### config.mk
export PLATFORM = sky130hd
export DESIGN_NAME = console_line_editor_unit
export DESIGN_NICKNAME = d
export VERILOG_FILES = /design/src/hw/rtl/cle_pkg.sv /design/src/hw/rtl/cle_decode.sv /design/src/hw/rtl/cle_serializer.sv /design/src/hw/rtl/console_line_editor_unit.sv
export SDC_FILE = /design/constraint.sdc
export NUM_CORES = 1
export LEC_CHECK = 0
export BUFFER_PORTS_ARGS = -buffer_cell sky130_fd_sc_hd__buf_2
export CORE_ASPECT_RATIO = 0.75
export CORE_MARGIN = 10
export CORE_UTILIZATION = 53
export DETAILED_ROUTE_END_ITERATION = 16
export HOLD_SLACK_MARGIN = 0.1
export PLACE_DENSITY_LB_ADDON = 0.15
export RECOVER_POWER = 25
export SYNTH_ARGS = -nofsm -noshare
export SYNTH_HDL_FRONTEND = slang
export SYNTH_HIERARCHICAL = 1
export SYNTH_SLANG_ARGS = --single-unit
### constraint.sdc
create_clock -name clk -period 4.5 [get_ports clk]
set_clock_uncertainty 0.05 [all_clocks]
set_input_delay 0.9 -clock clk [delete_from_list [all_inputs] [get_ports clk]]
set_output_delay 0.9 -clock clk [all_outputs]
set_load 0.02 [all_outputs]
### src/hw/rtl/cle_pkg.sv
package cle_pkg;

    // Largest line the editor ever builds; the configured limit is clamped to it when used.
    localparam int unsigned MAX_LINE = 256;

    localparam int unsigned CHAR_W    = 8;
    localparam int unsigned INDEX_W   = 8;
    localparam int unsigned LENGTH_W  = 9;
    localparam int unsigned KIND_W    = 2;
    localparam int unsigned COUNT_W   = 9;

    // One byte causes at most this many results.
    localparam int unsigned RESULT_SLOTS = 4;
    localparam int unsigned NUM_W        = $clog2(RESULT_SLOTS + 1);

    // Result kinds.
    localparam logic [KIND_W-1:0] KIND_ECHO  = 2'd0;
    localparam logic [KIND_W-1:0] KIND_STORE = 2'd1;
    localparam logic [KIND_W-1:0] KIND_DONE  = 2'd2;

    // Control characters.
    localparam logic [CHAR_W-1:0] CH_EOT    = 8'd4;
    localparam logic [CHAR_W-1:0] CH_BS_KEY = 8'd127;
    localparam logic [CHAR_W-1:0] CH_LF     = 8'd10;
    localparam logic [CHAR_W-1:0] CH_CR     = 8'd13;
    localparam logic [CHAR_W-1:0] CH_BACK   = 8'd8;
    localparam logic [CHAR_W-1:0] CH_SPACE  = 8'd32;

    localparam logic [LENGTH_W-1:0] LIMIT_RESET = LENGTH_W'(MAX_LINE);

    typedef struct packed {
        logic [KIND_W-1:0]   kind;
        logic [CHAR_W-1:0]   char_value;
        logic [INDEX_W-1:0]  index;
        logic [LENGTH_W-1:0] length;
    } result_t;

    typedef result_t [RESULT_SLOTS-1:0] result_vec_t;

    // Outcome of one byte: how many results and the line state it leaves.
    typedef struct packed {
        logic [NUM_W-1:0]   num;
        logic [COUNT_W-1:0] position;
        logic [COUNT_W-1:0] consumed;
    } step_t;

    function automatic result_t make_result(
        input logic [KIND_W-1:0]   kind,
        input logic [CHAR_W-1:0]   ch,
        input logic [INDEX_W-1:0]  idx,
        input logic [LENGTH_W-1:0] len
    );
        result_t r;
        r.kind       = kind;
        r.char_value = ch;
        r.index      = idx;
        r.length     = len;
        return r;
    endfunction

endpackage

### src/hw/rtl/cle_decode.sv
module cle_decode (
    input  logic [cle_pkg::CHAR_W-1:0]   in_char,
    input  logic [cle_pkg::LENGTH_W-1:0] max_length,
    input  logic [cle_pkg::COUNT_W-1:0]  position,
    input  logic [cle_pkg::COUNT_W-1:0]  consumed,
    output cle_pkg::result_vec_t         results,
    output cle_pkg::step_t               step
);
    import cle_pkg::*;

    logic [COUNT_W-1:0] limit;
    logic [COUNT_W-1:0] consumed_inc;
    logic [COUNT_W-1:0] position_inc;
    logic [COUNT_W-1:0] position_dec;
    logic               done;

    always_comb
    begin
        if (max_length == '0)
        begin
            limit = COUNT_W'(1);
        end
        else if (max_length > LIMIT_RESET)
        begin
            limit = LIMIT_RESET;
        end
        else
        begin
            limit = max_length;
        end
    end

    assign consumed_inc = consumed + COUNT_W'(1);
    assign position_inc = position + COUNT_W'(1);
    assign position_dec = position - COUNT_W'(1);
    assign done         = (consumed_inc >= limit);

    always_comb
    begin
        results       = '0;
        step.num      = '0;
        step.position = position;
        step.consumed = consumed;

        if (in_char == CH_EOT)
        begin
            results[0]    = make_result(KIND_DONE, '0, '0, position);
            step.num      = NUM_W'(1);
            step.position = '0;
            step.consumed = '0;
        end
        else if ((in_char == CH_LF) || (in_char == CH_CR))
        begin
            results[0]    = make_result(KIND_STORE, in_char, position[INDEX_W-1:0], '0);
            results[1]    = make_result(KIND_ECHO, CH_LF, '0, '0);
            results[2]    = make_result(KIND_DONE, '0, '0, position_inc);
            step.num      = NUM_W'(3);
            step.position = '0;
            step.consumed = '0;
        end
        else if (in_char == CH_BS_KEY)
        begin
            if (position == '0)
            begin
                // Nothing to erase; only the byte count moves, and the line ends if that reaches the limit.
                if (done)
                begin
                    results[0] = make_result(KIND_DONE, '0, '0, position);
                    step.num   = NUM_W'(1);
                end
            end
            else if (done)
            begin
                // The cleared entry lies past the finished line, so its store is dropped.
                results[0] = make_result(KIND_ECHO, CH_BACK, '0, '0);
                results[1] = make_result(KIND_ECHO, CH_SPACE, '0, '0);
                results[2] = make_result(KIND_ECHO, CH_BACK, '0, '0);
                results[3] = make_result(KIND_DONE, '0, '0, position_dec);
                step.num   = NUM_W'(4);
            end
            else
            begin
                results[0] = make_result(KIND_STORE, '0, position_dec[INDEX_W-1:0], '0);
                results[1] = make_result(KIND_ECHO, CH_BACK, '0, '0);
                results[2] = make_result(KIND_ECHO, CH_SPACE, '0, '0);
                results[3] = make_result(KIND_ECHO, CH_BACK, '0, '0);
                step.num   = NUM_W'(4);
            end

            if (done)
            begin
                step.position = '0;
                step.consumed = '0;
            end
            else
            begin
                step.position = (position == '0) ? position : position_dec;
                step.consumed = consumed_inc;
            end
        end
        else
        begin
            results[0] = make_result(KIND_STORE, in_char, position[INDEX_W-1:0], '0);
            results[1] = make_result(KIND_ECHO, in_char, '0, '0);
            if (done)
            begin
                results[2]    = make_result(KIND_DONE, '0, '0, position_inc);
                step.num      = NUM_W'(3);
                step.position = '0;
                step.consumed = '0;
            end
            else
            begin
                step.num      = NUM_W'(2);
                step.position = position_inc;
                step.consumed = consumed_inc;
            end
        end
    end

endmodule

### src/hw/rtl/cle_serializer.sv
module cle_serializer (
    input  logic                        clk,
    input  logic                        rst_n,
    input  logic                        load_en,
    input  logic [cle_pkg::NUM_W-1:0]   load_num,
    input  cle_pkg::result_vec_t        load_results,
    output logic                        load_ready,
    output logic                        out_valid,
    input  logic                        out_ready,
    output cle_pkg::result_t            head,
    output logic                        head_last
);
    import cle_pkg::*;

    result_vec_t        slot_reg;
    result_vec_t        slot_next;
    logic [NUM_W-1:0]   count_reg;
    logic [NUM_W-1:0]   count_next;
    logic               transfer;
    logic               do_load;

    assign out_valid  = (count_reg != '0);
    assign transfer   = out_valid && out_ready;
    assign head_last  = (count_reg == NUM_W'(1));
    assign head       = slot_reg[0];
    // A new group may enter once the current one is gone or its last entry leaves now.
    assign load_ready = (count_reg == '0) || (head_last && out_ready);
    assign do_load    = load_en && load_ready;

    always_comb
    begin
        slot_next  = slot_reg;
        count_next = count_reg;
        if (do_load)
        begin
            slot_next  = load_results;
            count_next = load_num;
        end
        else if (transfer)
        begin
            for (int i = 0; i < int'(RESULT_SLOTS) - 1; i++)
            begin
                slot_next[i] = slot_reg[i+1];
            end
            count_next = count_reg - NUM_W'(1);
        end
    end

    always_ff @(posedge clk)
    begin
        slot_reg <= slot_next;
    end

    always_ff @(posedge clk or negedge rst_n)
    begin
        if (!rst_n)
        begin
            count_reg <= '0;
        end
        else
        begin
            count_reg <= count_next;
        end
    end

    a_count_range: assert property (@(posedge clk) disable iff (!rst_n)
        count_reg <= NUM_W'(RESULT_SLOTS))
        else $error("result count out of range");

    a_stall_holds: assert property (@(posedge clk) disable iff (!rst_n)
        (out_valid && !out_ready) |=> $stable(count_reg))
        else $error("pending results changed during a stall");

    a_drain_empty: assert property (@(posedge clk) disable iff (!rst_n)
        (transfer && head_last && !load_en) |=> (count_reg == '0))
        else $error("results remain after the last transfer");

endmodule

### src/hw/rtl/console_line_editor_unit.sv
// Console line editor. Console bytes enter one per transfer on the in_* channel and each
// one produces an ordered group of zero to four results on the out_* channel: stores into
// the external line buffer, echoes back to the console, and a line-finished result that
// carries the line length. Backspace erases the previous byte (echo BS, space, BS), LF or
// CR stores the byte, echoes LF and ends the line, EOT ends the line as it stands, and a
// line also ends once max_length bytes (backspaces included) have been taken; the limit
// is clamped to 1..256. The byte is decoded in the cycle after its transfer, and its first
// result is presented in the cycle after the serializer takes the group. Results leave one per
// cycle while out_ready is high; a byte with no results takes no place on the output. The
// single-result output port sets the sustained rate. A new byte is taken while earlier results
// are still waiting, held in the input register. The limit register is written through
// cfg_wr_en/cfg_wr_data and must only change while idle.
module console_line_editor_unit (
    input  logic                          clk,
    input  logic                          rst_n,
    input  logic                          cfg_wr_en,
    input  logic [cle_pkg::LENGTH_W-1:0]  cfg_wr_data,
    input  logic                          in_valid,
    output logic                          in_ready,
    input  logic [cle_pkg::CHAR_W-1:0]    in_char,
    output logic                          out_valid,
    input  logic                          out_ready,
    output logic [cle_pkg::KIND_W-1:0]    result_kind,
    output logic [cle_pkg::CHAR_W-1:0]    char_value,
    output logic [cle_pkg::INDEX_W-1:0]   buffer_index,
    output logic [cle_pkg::LENGTH_W-1:0]  line_length,
    output logic                          last_of_item
);
    import cle_pkg::*;

    // Configured byte limit; the decoder applies the clamp.
    logic [LENGTH_W-1:0] max_length_reg;

    // Input register: holds one accepted byte until the serializer takes its results.
    logic                hold_valid_reg;
    logic                hold_valid_next;
    logic [CHAR_W-1:0]   hold_char_reg;

    // Line state, updated when a byte's results are handed to the serializer.
    logic [COUNT_W-1:0]  position_reg;
    logic [COUNT_W-1:0]  consumed_reg;

    result_vec_t         results;
    step_t               step;
    result_t             head;
    logic                load_ready;
    logic                advance;
    logic                in_transfer;

    assign advance     = hold_valid_reg && load_ready;
    assign in_ready    = !hold_valid_reg || advance;
    assign in_transfer = in_valid && in_ready;

    always_comb
    begin
        hold_valid_next = hold_valid_reg;
        if (in_transfer)
        begin
            hold_valid_next = 1'b1;
        end
        else if (advance)
        begin
            hold_valid_next = 1'b0;
        end
    end

    always_ff @(posedge clk)
    begin
        if (in_transfer)
        begin
            hold_char_reg <= in_char;
        end
    end

    always_ff @(posedge clk or negedge rst_n)
    begin
        if (!rst_n)
        begin
            hold_valid_reg <= 1'b0;
            max_length_reg <= LIMIT_RESET;
            position_reg   <= '0;
            consumed_reg   <= '0;
        end
        else
        begin
            hold_valid_reg <= hold_valid_next;
            if (cfg_wr_en)
            begin
                max_length_reg <= cfg_wr_data;
            end
            if (advance)
            begin
                position_reg <= step.position;
                consumed_reg <= step.consumed;
            end
        end
    end

    cle_decode u_decode (
        .in_char    (hold_char_reg),
        .max_length (max_length_reg),
        .position   (position_reg),
        .consumed   (consumed_reg),
        .results    (results),
        .step       (step)
    );

    cle_serializer u_serializer (
        .clk          (clk),
        .rst_n        (rst_n),
        .load_en      (hold_valid_reg),
        .load_num     (step.num),
        .load_results (results),
        .load_ready   (load_ready),
        .out_valid    (out_valid),
        .out_ready    (out_ready),
        .head         (head),
        .head_last    (last_of_item)
    );

    assign result_kind  = head.kind;
    assign char_value   = head.char_value;
    assign buffer_index = head.index;
    assign line_length  = head.length;

    // Every byte that grows the line is also counted, so the position never passes the count.
    a_position_le_count: assert property (@(posedge clk) disable iff (!rst_n)
        position_reg <= consumed_reg)
        else $error("line position ahead of byte count");

    a_count_bounded: assert property (@(posedge clk) disable iff (!rst_n)
        consumed_reg < COUNT_W'(MAX_LINE))
        else $error("byte count reached the line limit without ending the line");

    a_hold_kept: assert property (@(posedge clk) disable iff (!rst_n)
        (hold_valid_reg && !advance) |=> (hold_valid_reg && $stable(hold_char_reg)))
        else $error("held byte lost before its results were taken");

endmodule

==> impl_metrics.json, run 1 <==
{
  "status": "finished, violations left",
  "violated_checks": "capacitance limit, slew limit",
  "pin_count_of_the_biggest_net_entering_global_routing": 110,
  "maxClockFrequency_mhz": 281.0,
  "min_from": "consumed_reg[8]",
  "min_delay_path_depth": 1,
  "synthMuxAreaShare_pct": 18.19,
  "post_synth_adder_cell_area_pct": 2.252,
  "synthesis.instances": 639,
  "tightest_slew_ns": 1.911,
  "fin_tns_setup_ns": 0,
  "timing.max_slew.rel_slack_pct": -27.42,
  "fp.dieW_um": 164.8,
  "synth.avg_cell_area_sq_um": 13.04,
  "drive_gt1_share_pct": 27.06,
  "cp-startpoint": "consumed_reg[0]",
  "latest_clock_arrival_within_the_worst_skew_pair_ns": 0.41,
  "post_cts_hold_buffer_count": 0,
  "placement.io_buffers": 51,
  "cts_buffers": 17,
  "worst-setup-path-type": "reg -> reg",
  "power_density_nw_per_um2": 754.5,
  "tritoncts": "yes",
  "worst_path_max_delay_cell": "sky130_fd_sc_hd__nand3b_1",
  "critical-path-max-stage-delay_ns": 0.63,
  "critPathLaunchType": "flip-flop",
  "fp.dieArea_sq_um": 21200,
  "grt_setup_unrepaired": "false",
  "synthXorXnorAreaFrac_pct": 1.576,
  "cts_sinks": 147,
  "synthesis.yosys.warnings": 6,
  "required_worst_endpoint_ns": 4.80,
  "globalRoute.totalOverflow": 0,
  "path_max_fanout": 19,
  "grt.total_usage_pct": 14.03,
  "cts_resizes": 0,
  "critical-path-top-cell-by-count": "sky130_fd_sc_hd__ha_1",
  "drt_first_iter_violations": 402,
  "synth_compound_area_share_pct": 5.614,
  "grt_pass1_vias": 4574,
  "std_cell_rows": 39,
  "drtPass1Iterations": 5,
  "grt_antenna_before_repair": 0,
  "cts_setup_buffers": 0,
  "synth_top_family_by_area": "multiplexers",
  "count_of_state_elements_after_synthesis": 147,
  "period_needed_ns": 3.559,
  "area_growth_pct": 6.154,
  "timing_max_transition_violations_final": 78,
  "worstRegToRegCells": 9,
  "hold_class": "reg -> reg",
  "worst_setup_slack_for_register_to_register_paths_ns": 0.94,
  "power_leakage_uw": 0.003590,
  "ctsHtreeMaxLevel": 4,
  "fillCellCount": 1242,
  "regToRegEndpoint": "position_reg[2]",
  "path_delay_family": "compound AO/OA/AOI/OAI gates",
  "largest_register_ffs": 81,
  "synthFlopType": "sky130_fd_sc_hd__edfxtp_1",
  "die_y_um": 128.6,
  "hold_viol": 0,
  "max-clock-path-buffers": 2,
  "worst_hold_path.endpoint": "consumed_reg[8]",
  "synth_enable_flop_cells": 116,
  "fin_util_pct": 57.75,
  "gp_congestion": 0.9177,
  "detail_route.vias_per_cell": 5.229,
  "core_sq_um": 15320,
  "post_drt_wl_per_cell_um": 16.71,
  "synth_seq_area_share_pct": 51.11,
  "timing.max_cap.violations": 2,
  "vias": 4570,
  "detailed_placement_wirelength_estimate_um": 9748,
  "finalCritPeriodShare_pct": 79.08,
  "first_pass_grt_wire_length_um": 23570,
  "boundaryPins": 52,
  "summed_instance_area_of_the_synthesized_netlist_sq_um": 8335,
  "worstPathBufferInverterCount": 0,
  "clkSlewWorstSetupHoldPaths_ns": 0.06,
  "insertedDiodeCount": 0,
  "postSynth.asyncResetShare_pct": 21.09,
  "worstPathArrival_ns": 3.86,
  "drt_wl_total_um": 14600,
  "end_kind": "flip-flop",
  "power.ir.vdd_worst_mv": 0.5640,
  "starting_density_of_the_core_pct": 54.40,
  "finalNetCount": 693,
  "timing.critical_path.cells": "ha_1, xor2_1, ha_1, a41o_1, a211oi_1, o21a_1, nand3b_1, a221oi_1, mux2_4",
  "worst_r2r_startpoint": "consumed_reg[0]",
  "yosys.cell_types.count": 65,
  "setup_viol_count_final": 0,
  "residual_drc_count": 0,
  "yosys.area_share.simple_pct": 10.15,
  "clockRootBuffer": "sky130_fd_sc_hd__clkbuf_16",
  "antenna_violating_nets_post_route": 0
}
==> cells by family (layout without fill, tap and decap cells) <==
group / after synthesis / in the layout
AND/OR/NAND/NOR: 160 / 160
flip-flops: 147 / 147
buffers and inverters: 124 / 105
multiplexers: 108 / 108
AO/OA/AOI/OAI: 69 / 69
adder cells (fa/ha/maj): 15 / 15
XOR/XNOR: 15 / 15
other: 1 / 50
==> how the worst max path moves through the flow <==
stage	end	slack, ns	depth (start not counted)
2_1_floorplan	u_serializer/count_reg[2]	1.23	5
3_3_place_gp	position_reg[3]	1.02	11
3_5_place_dp	position_reg[2]	0.99	9
4_1_cts	position_reg[2]	0.96	9
5_1_grt	position_reg[4]	0.61	11
6_report	position_reg[2]	0.94	9
==> layout make-up <==
cell class              count  area, sq um  area share (%)
clock buffers              17        425.4           4.808
clock inverters            15        236.5           2.673
inverters                  17        63.81          0.7212
multi-input cells         417         3337           37.71
flip-flops and latches    147         4260           48.15
well taps                 205        256.5           2.899
repair buffers             56        269.0           3.040
==> where the power goes <==
part	total, uW	switching (uW)	internal (uW)
registers	2590	287	2300
logic	2520	1290	1230
clock network	1570	536	1030
==> metrics by stage <==
step	instance area [sq um]	hold WS, ns	std cells	worst slack, ns	power, uW
global route	8848	0.5039	874	0.6137	7043
global placement	8230	0.4609	842	1.018	5115
detailed placement	8230	0.4727	842	0.9858	5170
finish	8848	0.4820	874	0.9413	6677
CTS	8892	0.4855	874	0.9628	6775
floorplan	8519	0.4274	688	1.226	4957
==> Yosys cell counts (2+ instances only) <==
cell	instances	area, sq um
sky130_fd_sc_hd__a311oi_1	2	17.52
sky130_fd_sc_hd__and2_1	14	87.58
sky130_fd_sc_hd__mux2_2	28	315.3
sky130_fd_sc_hd__o21a_1	2	15.01
sky130_fd_sc_hd__nand3_1	9	45.04
sky130_fd_sc_hd__nor4_1	3	18.77
sky130_fd_sc_hd__xnor2_1	10	87.58
sky130_fd_sc_hd__a21oi_1	20	100.1
sky130_fd_sc_hd__dfrtp_1	30	750.7
sky130_fd_sc_hd__clkinv_1	2	7.510
sky130_fd_sc_hd__nand2b_1	7	43.79
sky130_fd_sc_hd__or2_2	2	12.51
sky130_fd_sc_hd__and3_1	6	37.54
sky130_fd_sc_hd__a31oi_1	2	12.51
sky130_fd_sc_hd__buf_2	2	10.01
sky130_fd_sc_hd__inv_1	15	56.30
sky130_fd_sc_hd__clkbuf_1	15	56.30
sky130_fd_sc_hd__o211ai_1	2	15.01
sky130_fd_sc_hd__xor2_1	5	43.79
sky130_fd_sc_hd__buf_4	80	600.6
sky130_fd_sc_hd__o31ai_1	2	15.01
sky130_fd_sc_hd__a221oi_1	4	35.03
sky130_fd_sc_hd__nor2_1	40	150.1
sky130_fd_sc_hd__nor3_1	5	25.02
sky130_fd_sc_hd__buf_12	9	180.2
sky130_fd_sc_hd__or3_1	4	25.02
sky130_fd_sc_hd__o21ai_0	10	50.05
sky130_fd_sc_hd__a211oi_1	6	45.04
sky130_fd_sc_hd__mux2_4	80	1201
sky130_fd_sc_hd__edfxtp_1	116	3483
sky130_fd_sc_hd__o22ai_1	3	18.77
sky130_fd_sc_hd__or3_4	3	33.78
sky130_fd_sc_hd__nand4_1	3	18.77
sky130_fd_sc_hd__nor2b_1	12	75.07
sky130_fd_sc_hd__a21o_1	5	37.54
sky130_fd_sc_hd__ha_1	15	187.7
sky130_fd_sc_hd__nand2_1	38	142.6
==> metal layers <==
layer | vias up | GRT usage, % | share of wire, %
met5 | - | 0 | 0
met1 | 2212 | 18.69 | 47
met2 | 137 | 21.65 | 46
li1 | 2206 | - | -
met3 | 15 | 3.888 | 5.7
met4 | 0 | 4.834 | 1.3
==> placed cells by master, fill, tap and decap left out, drive strengths merged, types with 3 or more instances in the layout <==
cell,netlist,final
ha,15,15
conb,1,50
a211oi,7,7
and3,6,6
or3,7,7
o22ai,3,3
dfrtp,30,30
nor2b,12,12
clkbuf,15,46
nand4,3,3
clkinvlp,0,4
or2,3,3
edfxtp,116,116
o21ai,11,11
xor2,5,5
a21o,5,5
inv,15,16
and2,14,14
clkinv,2,6
a221oi,4,4
xnor2,10,10
nor4,3,3
a21oi,21,21
nand2,39,39
nor2,41,41
nand3,9,9
mux2,108,108
bufinv,0,6
nand2b,8,8
nor3,6,6
buf,92,27
(Power assumes the default switching activity.)
==> inputs of run 2 (changes only) <==
- clock period: 4.5 -> 3.7 ns (I/O delays scaled with it)
==> run 2 against run 1 <==
The flow still finishes with violations (capacitance limit, slew limit); sequential share of layout area fell by 0.16 points; global-route usage rose by 0.72 points; count of clock-buffer cells in the layout rose by 2; critical path depth is 2 higher; worst hold slack got worse by 0.036 ns; die area stayed put; cell area rose by 0.34%; clock power grew 7%; combinational power increased by 28%; sequential power increased by 20%; largest power group is now combinational logic.
==> impl_metrics.json, run 2 (same netlist as run 1, synthesis figures left out) <==
{
  "detail_route.vias_per_cell": 5.173,
  "grt_antenna_before_repair": 0,
  "detailroute.wirelength.met3_um": 799,
  "critical-path-max-stage-delay_ns": 0.43,
  "maxClockFrequency_mhz": 304.3,
  "drt_first_iter_violations": 338,
  "power_report.internal_total_uw": 5432,
  "required_worst_endpoint_ns": 3.82,
  "grt_pass1_vias": 4763,
  "ctsHtreeMaxLevel": 4,
  "status": "finished, violations left",
  "vias": 4563,
  "layout_common_cells": "sky130_fd_sc_hd__edfxtp_1, sky130_fd_sc_hd__mux2_4, sky130_fd_sc_hd__conb_1",
  "first_pass_grt_wire_length_um": 24700,
  "final_common_cell": "sky130_fd_sc_hd__edfxtp_1",
  "setup_viol_count_final": 0,
  "fillCellCount": 1267,
  "pin_count_of_the_biggest_net_entering_global_routing": 45,
  "clkSlewWorstSetupHoldPaths_ns": 0.06,
  "fin_worst_hold_slack_ns": 0.4455,
  "grt_setup_unrepaired": "false",
  "max-clock-path-buffers": 2,
  "worst_path_max_delay_cell": "sky130_fd_sc_hd__a211o_1",
  "timing.max_slew.rel_slack_pct": -20.89,
  "timing.max_cap.violations": 2,
  "cts_sinks": 147,
  "gp_congestion": 0.8810,
  "hold_class": "in -> reg",
  "cts_buffers": 17,
  "area_growth_pct": 6.515,
  "drt_wl_total_um": 14760,
  "met1_wirelength_um": 7016,
  "core_sq_um": 15320,
  "end_kind": "flip-flop",
  "path_max_fanout": 10,
  "tightest_slew_ns": 1.807,
  "boundaryPins": 52,
  "post_cts_hold_buffer_count": 0,
  "critical-path-top-cell-by-count": "sky130_fd_sc_hd__nor2_1",
  "power.clock.fraction_pct": 21.0,
  "insertedDiodeCount": 0,
  "timing.critical_path.cells": "nor4_1, a21oi_1, nor2_1, ha_1, nand2b_1, a41o_1, a211oi_1, o21a_1, a211o_1, nor2_1, mux2_4",
  "power.ir.vdd_worst_mv": 0.4313,
  "detailroute.wirelength.met2_um": 6839,
  "power.share.switching_pct": 32.18,
  "fp.dieArea_sq_um": 21200,
  "globalRoute.totalOverflow": 0,
  "drtPass1Iterations": 5,
  "timing_max_transition_violations_final": 42,
  "finalCritPeriodShare_pct": 88.81,
  "area_occupied_by_registers_sq_um": 4260,
  "residual_drc_count": 0,
  "worstPathArrival_ns": 3.40,
  "switching_power_uw": 2577,
  "post_drt_wl_per_cell_um": 16.74,
  "cts_resizes": 0,
  "die_y_um": 128.6,
  "pwr-share-seq_pct": 38.8,
  "critPathLaunchType": "flip-flop",
  "power_leakage_uw": 0.003625,
  "tritoncts": "yes",
  "latest_clock_arrival_within_the_worst_skew_pair_ns": 0.42,
  "drive_gt1_share_pct": 27.47,
  "grt.total_usage_pct": 14.74,
  "starting_density_of_the_core_pct": 54.40,
  "largest_register_ffs": 81,
  "worst-setup-path-type": "reg -> reg",
  "std_cell_rows": 39,
  "finalNetCount": 702,
  "multi_input_comb_area_sq_um": 3326,
  "clockRootBuffer": "sky130_fd_sc_hd__clkbuf_16",
  "detailed_placement_wirelength_estimate_um": 9957,
  "violated_checks": "capacitance limit, slew limit",
  "power_density_nw_per_um2": 902.1,
  "hold_viol": 0,
  "fin_tns_setup_ns": 0,
  "placement.io_buffers": 51,
  "cts_setup_buffers": 0,
  "combinationalPowerShare_pct": 40.2,
  "dr.max_layer_used": "met4",
  "antenna_violating_nets_post_route": 0,
  "period_needed_ns": 3.286,
  "fp.dieW_um": 164.8
}
run 2: path summary, 6_finish.rpt:
path                                   start                         to  slack (ns)  cells past startpoint
setup / recovery           max_length_reg[4]  u_serializer/slot_reg[57]        0.41                     11
hold / removal                    in_char[4]           hold_char_reg[4]        0.45                      1
setup reg to reg           max_length_reg[4]  u_serializer/slot_reg[57]        0.41                     11
hold reg to reg              consumed_reg[8]            consumed_reg[8]        0.48                      1
max in group asynchronous              rst_n            position_reg[1]        1.82                      1
min in group asynchronous              rst_n          max_length_reg[7]        0.75                      1
run 2: metal layers:
metal | vias up | GRT usage [%]
li1 | 2223 | -
met1 | 2206 | 19.83
met2 | 124 | 22.67
met3 | 10 | 4.302
met4 | 0 | 4.470
met5 | - | 0
run 2: worst max-delay path: cells and delay by family, from the launching register on:
kind                     cells  cell delay, ns
AND/OR/NAND/NOR              4            0.64
flip-flops                   1            0.39
multiplexers                 1            0.27
AO/OA/AOI/OAI                5            1.46
adder cells (fa/ha/maj)      1            0.23
run 2: layout make-up:
cell class,instances,area share (%)
inverters,17,0.7187
repair buffers,65,4.510
multi-input cells,417,37.46
clock inverters,12,1.564
flip-flops and latches,147,47.98
clock buffers,19,4.876
well taps,205,2.889
run 2: metrics by stage:
| step | utilization [%] | area [sq um] | worst slack [ns] | total power [uW] | instances |
|---|---|---|---|---|---|
| 2_1_floorplan | - | 8519 | 0.4256 | 6028 | 688 |
| 3_3_place_gp | 54.56 | 8361 | 0.4930 | 6335 | 851 |
| 3_5_place_dp | 54.56 | 8361 | 0.4502 | 6419 | 851 |
| 4_1_cts | 58.30 | 8932 | 0.4390 | 8144 | 882 |
| 5_1_grt | 57.95 | 8879 | 0.1184 | 8492 | 882 |
| 6_report | 57.95 | 8879 | 0.4140 | 8009 | 882 |
run 2: power by group through the flow:
stage / Combinational (uW) / Clock [uW] / Sequential [uW]
final: 3220 / 1680 / 3110
after global routing: 3500 / 1800 / 3190
after CTS: 3310 / 1720 / 3110
after global placement: 3230 / 0 / 3110
after detailed placement: 3280 / 0 / 3130
after floorplan: 3000 / 0 / 3020
==> inputs of run 3 (changes only) <==
- SYNTH_HIERARCHICAL: 1 -> not set
==> run 3 against run 2 <==
The flow still finishes with violations (capacitance limit, slew limit); flip-flop and latch count down 40; core utilization up 2.3 points; sequential share of layout area rose by 3.5 points; synthesized area down 35%; worst hold slack gained 0.015 ns; count of clock-buffer cells in the layout decreased by 10; global-route usage is 1.7 points higher; critical path type unchanged; largest cell class unchanged; highest routed layer unchanged.
==> impl_metrics.json, run 3 <==
{
  "status": "finished, violations left",
  "violated_checks": "capacitance limit, slew limit",
  "grt_antenna_before_repair": 0,
  "synthTopCellsByArea": "sky130_fd_sc_hd__edfxtp_1, sky130_fd_sc_hd__dfrtp_1, sky130_fd_sc_hd__nand2_1, sky130_fd_sc_hd__buf_4, sky130_fd_sc_hd__a32o_1",
  "timing.max_cap.violations": 1,
  "residual_drc_count": 0,
  "path_max_fanout": 10,
  "drtPass1Iterations": 5,
  "hold_viol": 0,
  "period_needed_ns": 3.240,
  "power_report.internal_total_uw": 3056,
  "summed_instance_area_of_the_synthesized_netlist_sq_um": 5446,
  "post_cts_hold_buffer_count": 0,
  "latest_clock_arrival_within_the_worst_skew_pair_ns": 0.35,
  "synthFlopType": "sky130_fd_sc_hd__edfxtp_1",
  "core_sq_um": 9852,
  "final_cell_area_sq_um": 5937,
  "drt_first_iter_violations": 376,
  "critPathLaunchType": "flip-flop",
  "antenna_violating_nets_post_route": 0,
  "setup_viol_count_final": 0,
  "area_growth_pct": 9.005,
  "layout_common_cells": "sky130_fd_sc_hd__edfxtp_1, sky130_fd_sc_hd__nand2_1, sky130_fd_sc_hd__buf_2",
  "switching_power_uw": 1920,
  "post-synth-top-area-cell": "sky130_fd_sc_hd__edfxtp_1",
  "gp_congestion": 0.9027,
  "yosys.cell_types.count": 56,
  "boundaryPins": 52,
  "finalCritPeriodShare_pct": 87.57,
  "worstPathArrival_ns": 3.29,
  "worst-setup-path-type": "reg -> reg",
  "grt_setup_unrepaired": "false",
  "synth_compound_area_share_pct": 14.11,
  "vias": 3823,
  "placement.io_buffers": 51,
  "worst_path_max_delay_cell": "sky130_fd_sc_hd__dfrtp_1",
  "cts_buffers": 9,
  "min_from": "consumed_reg[5]",
  "grt_pass1_vias": 3633,
  "tightest_slew_ns": 1.754,
  "synthesis.instances": 487,
  "synthXorXnorAreaFrac_pct": 3.538,
  "power_leakage_uw": 0.002425,
  "finalNetCount": 546,
  "maxClockFrequency_mhz": 308.6,
  "post_drt_wl_per_cell_um": 18.57,
  "grt.total_usage_pct": 16.49,
  "clockRootBuffer": "sky130_fd_sc_hd__clkbuf_16",
  "fp.dieArea_sq_um": 14770,
  "power.ir.vdd_worst_mv": 0.6472,
  "largest_register_ffs": 41,
  "yosysTopAreaCellShare_pct": 41.90,
  "synthMuxAreaShare_pct": 1.861,
  "cp-startpoint": "consumed_reg[0]",
  "insertedDiodeCount": 0,
  "std_cell_rows": 31,
  "cts_sinks": 107,
  "drt_wl_total_um": 11980,
  "synth_seq_area_share_pct": 56.17,
  "hold_class": "reg -> reg",
  "synth_enable_flop_cells": 76,
  "ctsHtreeMaxLevel": 3,
  "total_power_uw": 4976,
  "timing.max_slew.rel_slack_pct": -16.93,
  "die_y_um": 107.8,
  "pwr-share-seq_pct": 42.8,
  "power.share.switching_pct": 38.59,
  "cts_setup_buffers": 0,
  "final_common_cell": "sky130_fd_sc_hd__edfxtp_1",
  "cts_resizes": 0,
  "max-clock-path-buffers": 2,
  "placed_cell_area_sq_um": 5657,
  "synth.avg_cell_area_sq_um": 11.18,
  "power.clock.fraction_pct": 19.4,
  "tritoncts": "yes",
  "required_worst_endpoint_ns": 3.75,
  "clkSlewWorstSetupHoldPaths_ns": 0.07,
  "drive_gt1_share_pct": 16.57,
  "postSynthNetCount": 524,
  "synth_top_family_by_area": "simple AND/OR/NAND/NOR gates",
  "synthesis.yosys.warnings": 0,
  "starting_density_of_the_core_pct": 55.28,
  "fin_tns_setup_ns": 0,
  "globalRoute.totalOverflow": 0,
  "synth_top_cells_by_count": "sky130_fd_sc_hd__edfxtp_1, sky130_fd_sc_hd__nand2_1, sky130_fd_sc_hd__nor2_1",
  "fp.dieW_um": 137.1,
  "post_synth_adder_cell_area_pct": 3.446,
  "first_pass_grt_wire_length_um": 19270,
  "timing.critical_path.cells": "ha_1, nand3_1, xnor2_1, ha_1, a21oi_1, o221ai_1, nor3b_1, buf_4, or2_2, nand3_1, inv_1, o311a_1",
  "postSynth.asyncResetShare_pct": 28.97,
  "detail_route.vias_per_cell": 5.927,
  "critical-path-max-stage-delay_ns": 0.48,
  "power_density_nw_per_um2": 838.1,
  "yosys.area_share.simple_pct": 14.13,
  "end_kind": "flip-flop",
  "count_of_state_elements_after_synthesis": 107,
  "worst_r2r_startpoint": "consumed_reg[0]",
  "pin_count_of_the_biggest_net_entering_global_routing": 61,
  "combinationalPowerShare_pct": 37.8,
  "timing_max_transition_violations_final": 32,
  "detailed_placement_wirelength_estimate_um": 8117,
  "yosysMostFrequentCell": "sky130_fd_sc_hd__edfxtp_1"
}
[run 3: changes by cell type after synthesis, sizes merged, moves of 6 or more]
| cell | delta |
|---|---|
| buf | -59 |
| nand3 | +7 |
| nand2 | +24 |
| o21ai | +7 |
| mux2 | -99 |
| a211oi | -6 |
| nor2b | -11 |
| clkbuf | +8 |
| nor2 | -10 |
| a21oi | +8 |
| a32o | +19 |
| inv | -6 |
| edfxtp | -40 |
| a22o | +8 |
[run 3: cell type report]
class | count | area (sq um)
clock buffers | 9 | 225.2
clock inverters | 6 | 72.57
inverters | 10 | 37.54
fillers | 847 | 3915
multi-input cells | 314 | 2019
flip-flops and latches | 107 | 3059
well taps | 132 | 165.2
repair buffers | 67 | 357.8
[run 3: worst paths after layout]
| path | end | slack (ns) | cells past startpoint |
|---|---|---|---|
| max | u_serializer.slot_reg[89] | 0.46 | 12 |
| min | consumed_reg[5] | 0.46 | 1 |
| max reg2reg | u_serializer.slot_reg[89] | 0.46 | 12 |
| min reg2reg | consumed_reg[5] | 0.46 | 1 |
| max in group asynchronous | consumed_reg[7] | 1.79 | 1 |
| min in group asynchronous | max_length_reg[0] | 0.80 | 1 |
[run 3: worst max-delay path, delay by kind of cell, from the launching register on]
kind                       cells  cell delay, ns
and+or+nand+nor                4            0.97
adders and majority gates      2            0.57
DFF                            1            0.48
AOI/OAI and AO/OA              3            0.45
buffers and inverters          2            0.26
xor gates and xnor gates       1            0.22
[run 3: cells by family after synthesis]
| logic type | after synthesis |
|---|---|
| AND/OR/NAND/NOR | 162 |
| XOR/XNOR | 22 |
| flip-flops | 107 |
| buffers and inverters | 66 |
| adder cells (fa/ha/maj) | 15 |
| AO/OA/AOI/OAI | 106 |
| multiplexers | 9 |
[run 3: layer usage]
metal	vias up	track usage [%]	routed length, um
met1	1876	24.11	5764
li1	1804	-	-
met5	-	0	0
met2	136	23.01	5268
met4	0	4.054	78
met3	7	5.177	864
[run 3: through the flow]
step / utilization (%) / hold slack (ns) / worst slack [ns] / cells
after floorplan: - / 0.3944 / 0.7203 / 487
after detailed placement: 57.42 / 0.4443 / 0.5248 / 630
after global routing: 60.26 / 0.4756 / 0.3323 / 645
after CTS: 60.44 / 0.4175 / 0.4775 / 645
after global placement: 57.42 / 0.4267 / 0.6309 / 630
final: 60.26 / 0.4609 / 0.4598 / 645
[run 3: power by group through the flow]
stage          combinational [uW]  sequential [uW]  clock (uW)
2_1_floorplan                1600             2000           0
3_5_place_dp                 1890             2140           0
5_1_grt                      2070             2180        1030
6_report                     1880             2130         966
3_3_place_gp                 1850             2130           0
4_1_cts                      1910             2120         986
